### src/rtl/ipv4s_pkg.sv
package ipv4s_pkg;

  localparam int unsigned OCTET_W = 8;
  localparam int unsigned ADDR_W  = 4 * OCTET_W;

  typedef logic [OCTET_W-1:0] octet_t;
  typedef logic [ADDR_W-1:0]  addr_t;

  // per-cycle command broadcast along the chain
  typedef struct packed {
    logic ins;    // insert the broadcast address
    logic drain;  // move every entry one place towards the head
  } cell_ctrl_t;

endpackage

### src/rtl/ipv4s_cell.sv
module ipv4s_cell (
  input  logic              clk,
  input  ipv4s_pkg::cell_ctrl_t ctrl,
  input  ipv4s_pkg::addr_t  addr,
  input  logic              occupied,
  input  logic              left_keep,
  input  ipv4s_pkg::addr_t  left_value,
  input  ipv4s_pkg::addr_t  right_value,
  output logic              keep,
  output ipv4s_pkg::addr_t  value
);
  import ipv4s_pkg::*;

  // an occupied entry at or above the new address stays put
  assign keep = occupied && (value >= addr);

  always_ff @(posedge clk) begin
    if (ctrl.ins) begin
      if (!keep) begin
        value <= left_keep ? addr : left_value;
      end
    end else if (ctrl.drain) begin
      value <= right_value;
    end
  end

endmodule

### config.mk
export PLATFORM = sky130hd
export DESIGN_NAME = ipv4s_cell
export DESIGN_NICKNAME = d
export VERILOG_FILES = /design/src/rtl/ipv4s_pkg.sv /design/src/rtl/ipv4s_cell.sv
export SDC_FILE = /design/constraint.sdc
export NUM_CORES = 1
export LEC_CHECK = 0
export BUFFER_PORTS_ARGS = -buffer_cell sky130_fd_sc_hd__buf_2
export CORE_MARGIN = 10
export CORE_UTILIZATION = 40
export CTS_CLUSTER_SIZE = 25
export DETAILED_ROUTE_END_ITERATION = 8
export PLACE_DENSITY = 0.73
export SLEW_MARGIN = 20
export SYNTH_ARGS = -nofsm -noshare
export SYNTH_HDL_FRONTEND = slang
export SYNTH_SLANG_ARGS = --single-unit
### constraint.sdc
create_clock -name clk -period 3.6 [get_ports clk]
set_input_delay 0.36 -clock clk [delete_from_list [all_inputs] [get_ports clk]]
set_output_delay 0.36 -clock clk [all_outputs]
set_load 0.02 [all_outputs]
==> impl_metrics.yaml, run 1 <==
outcome:
  outcome: "finished, final reports clean"
layout:
  multi_input_area_um2: 1310
  seqCellArea_um2: 961
  finalNonFillerCells: 463
  fillCellCount: 564
  utilization: 0.548
  largest_reg_flops: 32
  diodes: 0
  area_delta_synth_final_pct: 33.6
  num-nets-final: 520
  largest_register: "value"
  drive_above_1_share: 0.369
  reg_top3: "value: 32 flops"
drt:
  drcViolationCount: 0
  drtAntennaViolNets: 0
  first_pass_iters: 4
  routedWlPerCell_um: 15.4
  routed_via_density: 4.88
  first_iter_violations: 61
  vias: 2259
  wl_um: 7130
clock_tree:
  cts_resized: 0
  cts_max_level: 2
  cts_buffer_depth: 2
  cts_tree: "done"
  clk_latency_ns: 0.28
  post_cts_buffers: 0
  cts_hold_buf: 0
  root_buffer: "clkbuf_8"
  cts_buffers: 5
  clk_pin_slew_ns: 0.07
  cts_num_sinks: 32
hold_path:
  hold_class: "input pin to flop"
  worstHoldStart: "right_value[27]"
  hold_depth: 3
  whs_endpoint: "value[27]"
worst_setup_path:
  worst-path-max-fanout: 3
  required_ns: 3.24
  r2r-end: "value[13]"
  criticalPathCategory: "flop to output port"
  cp-end-kind: "output port"
  arrival_ns: 2.54
  r2r_start: "value[23]"
  startpoint_type: "flop"
  rrSetupSlack_ns: 0.86
  ff2ff_path_depth: 6
floorplan:
  initial_core_util: 0.411
  top_level_ports: 134
  row_count: 28
  fp.dieW_um: 98.0
  core_region_area_um2: 5920
  die-area_um2: 9600
  die_y_um: 98.0
global_routing:
  grt_overflow: 0
  grt_max_degree: 66
  grt_pass1_vias: 2331
  gr-usage-all-layers: 0.141
  antenna_found_initial: 0
  grt_pass1_wl_um: 11200
logic_synthesis:
  netlist_area_um2: 2430
  async_flop_share: 0
  syn_avg_cell_area_um2: 9.46
  synth_compound_area_frac: 0.126
  synth_top_family_by_area: "adder cells"
  yosysUniqueCellTypes: 24
  synth_edf_count: 32
  ys_seq_area_frac: 0.395
  synthesis.nets: 390
  synth_xor_xnor_area_share: 0
  synth_mux_area_frac: 0.136
  post_synth_fa_ha_maj_area_fraction: 0.165
  yosysWarnings: 0
  yosys_register_bits: 32
  synthFlopType: "edfxtp_1"
  netlist_instances: 257
  synth_simple_gate_area_frac: 0.109
sta:
  max_slew_margin: 0.316
  hold_violations: 0
  min_period_over_period: 0.807
  grt_setup_unrepaired: "no"
  fmax_ghz: 0.344
  tightest_slew_ns: 1.02
  layout_min_cycle_time_ns: 2.90
  holdWs_ns: 0.393
  fin_skew_ns: 0.00632
  setup_tns_ns: 0
  setup_viol: 0
  slew_violations: 0
flow_run:
  drv_cap: 0
placement:
  place_hpwl_um: 5960
  placedCellCount: 455
  numPortBuffers: 133
  gp_congestion: 0.787
power_and_ir_drop:
  p_per_area_nw_per_um2: 347
  vdd_ir_drop_max_v: 0.000169
  p_leak_nw: 1.69
  power_mw: 1.13
## layout by cell type (no fill, tap or decap)
master and n:
a2111oi_0 1, nor3_1 1, a31oi_1 1, a221oi_1 1, nor3_2 1, or4_1 1, nand3_1 3, nor2_1 34
clkinv_2 2, mux2i_1 33, clkinv_1 1, nand2b_1 2, a2bb2oi_1 1, or4b_1 1, buf_2 133, nand4_1 7
buf_4 1, o21ai_0 4, a21oi_1 45, edfxtp_1 32, nand2_1 9, o21a_1 3, o21ai_4 1, inv_1 33
clkbuf_8 5, ha_1 32
## layer usage
metal	routed length, um	vias to the layer above	part of all wire	global-route usage
li1	-	1183	-	-
met1	2850	1001	0.40	0.147
met2	3750	69	0.53	0.260
met3	431	6	0.060	0.0451
met4	96	0	0.013	0.0436
met5	0	-	0	0
## cell families (layout without fill, tap and decap cells)
logic type / Yosys count / count (layout)
AND/OR/NAND/NOR: 59 / 59
AO/OA/AOI/OAI: 57 / 57
buffers and inverters: 44 / 175
multiplexers: 33 / 33
adder cells (fa/ha/maj): 32 / 32
flip-flops: 32 / 32
## cell usage after synthesis, drive strengths merged, types with 3 or more instances
cell type,count,area (um2)
nand3,3,15.0
inv,33,124
edfxtp,32,961
nand4,7,43.8
o21a,3,22.5
clkbuf,7,26.3
buf,4,18.8
ha,32,400
a21oi,45,225
nor2,34,128
nand2,9,33.8
o21ai,5,25.0
mux2i,33,330
## metrics by stage
step	setup slack (ns)	cell area, um2
floorplan	0.217	2430
finish	0.695	3250
CTS	0.676	3250
global placement	0.765	3160
detailed placement	0.713	3160
global route	0.549	3250
## where the power goes
group	total [mW]	internal (mW)	switching [mW]	leakage, nW
Sequential	0.491	0.468	0.0230	0.314
Clock	0.269	0.131	0.137	0.0453
Combinational	0.367	0.153	0.214	1.33
Total	1.13	0.753	0.374	1.69
## layout make-up
cell class,instances,share of cell area
clock inverters,3,0.00424
multi-input cells,181,0.404
repair buffers,134,0.207
flip-flops and latches,32,0.296
well taps,75,0.0289
clock buffers,5,0.0212
inverters,33,0.0382
## how the worst max path moves through the flow
stage,start,to,slack [ns],depth (start not counted)
final,value[14],keep,0.70,7
after global routing,value[14],keep,0.55,7
after CTS,value[14],keep,0.68,7
after detailed placement,addr[23],value[13],0.71,8
after global placement,addr[23],value[13],0.77,8
after floorplan,value[30],value[0],0.22,6
## critical path, cell delays in order, from the launching register on
cell      delay [ns]
edfxtp_1        0.39
ha_1            0.33
nand4_1         0.18
nor3_2          0.25
or4b_1          0.47
a31oi_1         0.29
o21a_1          0.18
buf_2           0.17
Power figures use the tool's default switching activity.
==> run 2: changes to the inputs <==
Settings changed: ABC_AREA set to 1, PLACE_DENSITY 0.73 to 0.76.
Clock period 3.6 ns to 2.3 ns, I/O delays scaled along.
==> run 2 against run 1 <==
Register-to-register slack got worse by 0.60 ns. Clock skew down 0.0030 ns. Area after synthesis grew 2.2%. Final cell count rose by 13%. Non-clock buffer count increased by 4. Die area up 1.7%. First-iteration DRC count is 110% higher. Clock power is 42% higher. Critical path type unchanged. Largest cell class unchanged. Largest power group unchanged.
==> impl_metrics.yaml, run 2 <==
logic_synthesis:
  netlist_area_um2: 2480
  yosys_register_bits: 32
  synth_largest_area_cell: "edfxtp_1"
  netlist_instances: 318
  yosys-top-cells-count: "nand2_1, inv_1, nor2_1, o21ai_0"
  ys_seq_area_frac: 0.387
  yosysMostFrequentCell: "nand2_1"
  yosysUniqueCellTypes: 21
  synthesis.nets: 451
  synthFlopType: "edfxtp_1"
  synth_edf_count: 32
  syn_avg_cell_area_um2: 7.81
  yosysTopAreaCellShare: 0.387
  async_flop_share: 0
  yosysWarnings: 0
  ys_top_cells_by_area: "edfxtp_1, ha_1, nand2_1"
power_and_ir_drop:
  p_per_area_nw_per_um2: 523
  switching_share: 0.332
  power_mw: 1.74
  p_int_mw: 1.16
  p_leak_nw: 1.75
  vdd_ir_drop_max_v: 0.000265
  pwr-share-comb: 0.342
  pwr-share-seq: 0.438
  power_switching_mw: 0.577
  power_frac_clock: 0.220
clock_tree:
  cts_buffer_depth: 2
  cts_hold_buf: 0
  clk_pin_slew_ns: 0.06
  clk_latency_ns: 0.27
  cts_num_sinks: 32
  cts_tree: "done"
  cts_buffers: 5
  cts_max_level: 2
  root_buffer: "clkbuf_8"
layout:
  largest_register: "value"
  fillCellCount: 592
  largest_reg_flops: 32
  area_delta_synth_final_pct: 33.7
  num-nets-final: 584
  diodes: 0
  reg_top3: "value: 32 flops"
  final_common_cell: "buf_2"
  drive_above_1_share: 0.347
  layout_common_cells: "buf_2, nand2_1, inv_1"
drt:
  routed_via_density: 4.94
  wl_met3_um: 603
  first_pass_iters: 4
  vias: 2588
  drtAntennaViolNets: 0
  wl_met2_um: 4170
  top_layer_used: "met4"
  wl_um: 8010
  routedWlPerCell_um: 15.3
  first_iter_violations: 127
  wl_met1_um: 3100
  drcViolationCount: 0
outcome:
  outcome: "finished, final reports clean"
sta:
  fin_skew_ns: 0.00337
  min_period_over_period: 0.914
  hold_violations: 0
  slew_violations: 0
  layout_min_cycle_time_ns: 2.10
  max_slew_margin: 0.617
  setup_viol: 0
  fmax_ghz: 0.476
  setup_tns_ns: 0
  grt_setup_unrepaired: "no"
  tightest_slew_ns: 0.573
floorplan:
  die-area_um2: 9760
  top_level_ports: 134
  core_region_area_um2: 5990
  initial_core_util: 0.415
  row_count: 28
  die_y_um: 98.8
  fp.dieW_um: 98.8
global_routing:
  antenna_found_initial: 0
  grt_pass1_wl_um: 12800
  grt_pass1_vias: 2723
  gr-usage-all-layers: 0.158
  grt_max_degree: 34
  grt_overflow: 0
worst_setup_path:
  criticalPathCategory: "flop to output port"
  startpoint_type: "flop"
  max_stage_delay_ns: 0.41
  crit_chain: "ha_1 -> nand2_1 -> nor2_1 -> nand2_2 -> nor2_4 -> nand2_1 -> nand2_1 -> nand2_1 -> inv_1 -> buf_4"
  crit_top_cell: "nand2_1"
  required_ns: 2.07
  critPathSlowestCell: "edfxtp_1"
  arrival_ns: 1.87
  worst-path-max-fanout: 2
  cp-end-kind: "output port"
placement:
  numPortBuffers: 133
  gp_congestion: 0.835
  place_hpwl_um: 6640
flow_run:
  drv_cap: 0
hold_path:
  hold_class: "input pin to flop"
-- run 2: cell types whose count changed in the layout (fill, tap and decap cells not counted), moves of 3 or more --
cell,previous run,this run
nand3_1,3,0
a21oi_1,45,14
nand2_2,0,5
nand4_1,7,3
o21ai_0,4,36
inv_1,33,42
o21ai_1,0,32
mux2i_1,33,0
nand2_1,9,64
buf_4,1,4
-- run 2: power by group through the flow --
| stage | Clock (mW) | Sequential, mW | Combinational (mW) |
|---|---|---|---|
| floorplan | 0 | 0.847 | 0.270 |
| global placement | 0 | 0.766 | 0.576 |
| detailed placement | 0 | 0.773 | 0.593 |
| CTS | 0.401 | 0.760 | 0.595 |
| global route | 0.419 | 0.769 | 0.674 |
| finish | 0.383 | 0.761 | 0.593 |
-- run 2: metrics by stage --
stage	instance area, um2	hold WS (ns)	setup slack [ns]	util	std cells
after global placement	3230	0.517	0.277	0.538	518
after floorplan	2490	0.421	0.0699	-	318
after global routing	3320	0.238	0.00589	0.554	524
after CTS	3290	0.230	0.157	0.550	523
final	3320	0.242	0.198	0.554	524
after detailed placement	3230	0.521	0.194	0.538	518
-- run 2: layout make-up --
class,count,area (um2),area share
Clock buffer,5,68.8,0.0207
Tap cell,75,93.8,0.0283
Sequential cell,32,961,0.289
Timing Repair Buffer,138,722,0.217
Inverter,44,165,0.0497
Multi-Input combinational cell,230,1310,0.395
-- run 2: final timing paths --
path,slack [ns],depth (start not counted),end,from
max,0.20,10,keep,value[31]
min,0.24,3,value[21],right_value[21]
max reg2reg,0.26,15,value[18],value[7]
min reg2reg,1.36,10,value[23],value[23]
-- run 2: cell families (layout without fill, tap and decap cells) --
kind of cell	count (synthesis)	count (layout)	share of synthesized area
AO/OA/AOI/OAI	86	86	0.178
adder cells (fa/ha/maj)	32	32	0.161
buffers and inverters	56	187	0.0917
flip-flops	32	32	0.387
AND/OR/NAND/NOR	112	112	0.182
-- run 2: critical path, delay by kind of cell, from the launching register on --
kind | cells | cell delay [ns]
and+or+nand+nor | 7 | 0.64
DFF | 1 | 0.41
adders and majority gates | 1 | 0.32
buffers and inverters | 2 | 0.22
-- run 2: per-layer routing --
metal	vias up	global-route usage
li1	1319	-
met1	1158	0.169
met2	101	0.293
met3	10	0.0454
met4	0	0.0441
met5	-	0
-- run 2: timing repair --
action / CTS / global route
setup buffers: 0 / 1
endpoints found under the setup margin: 0 / 16
resized for setup: 0 / 3
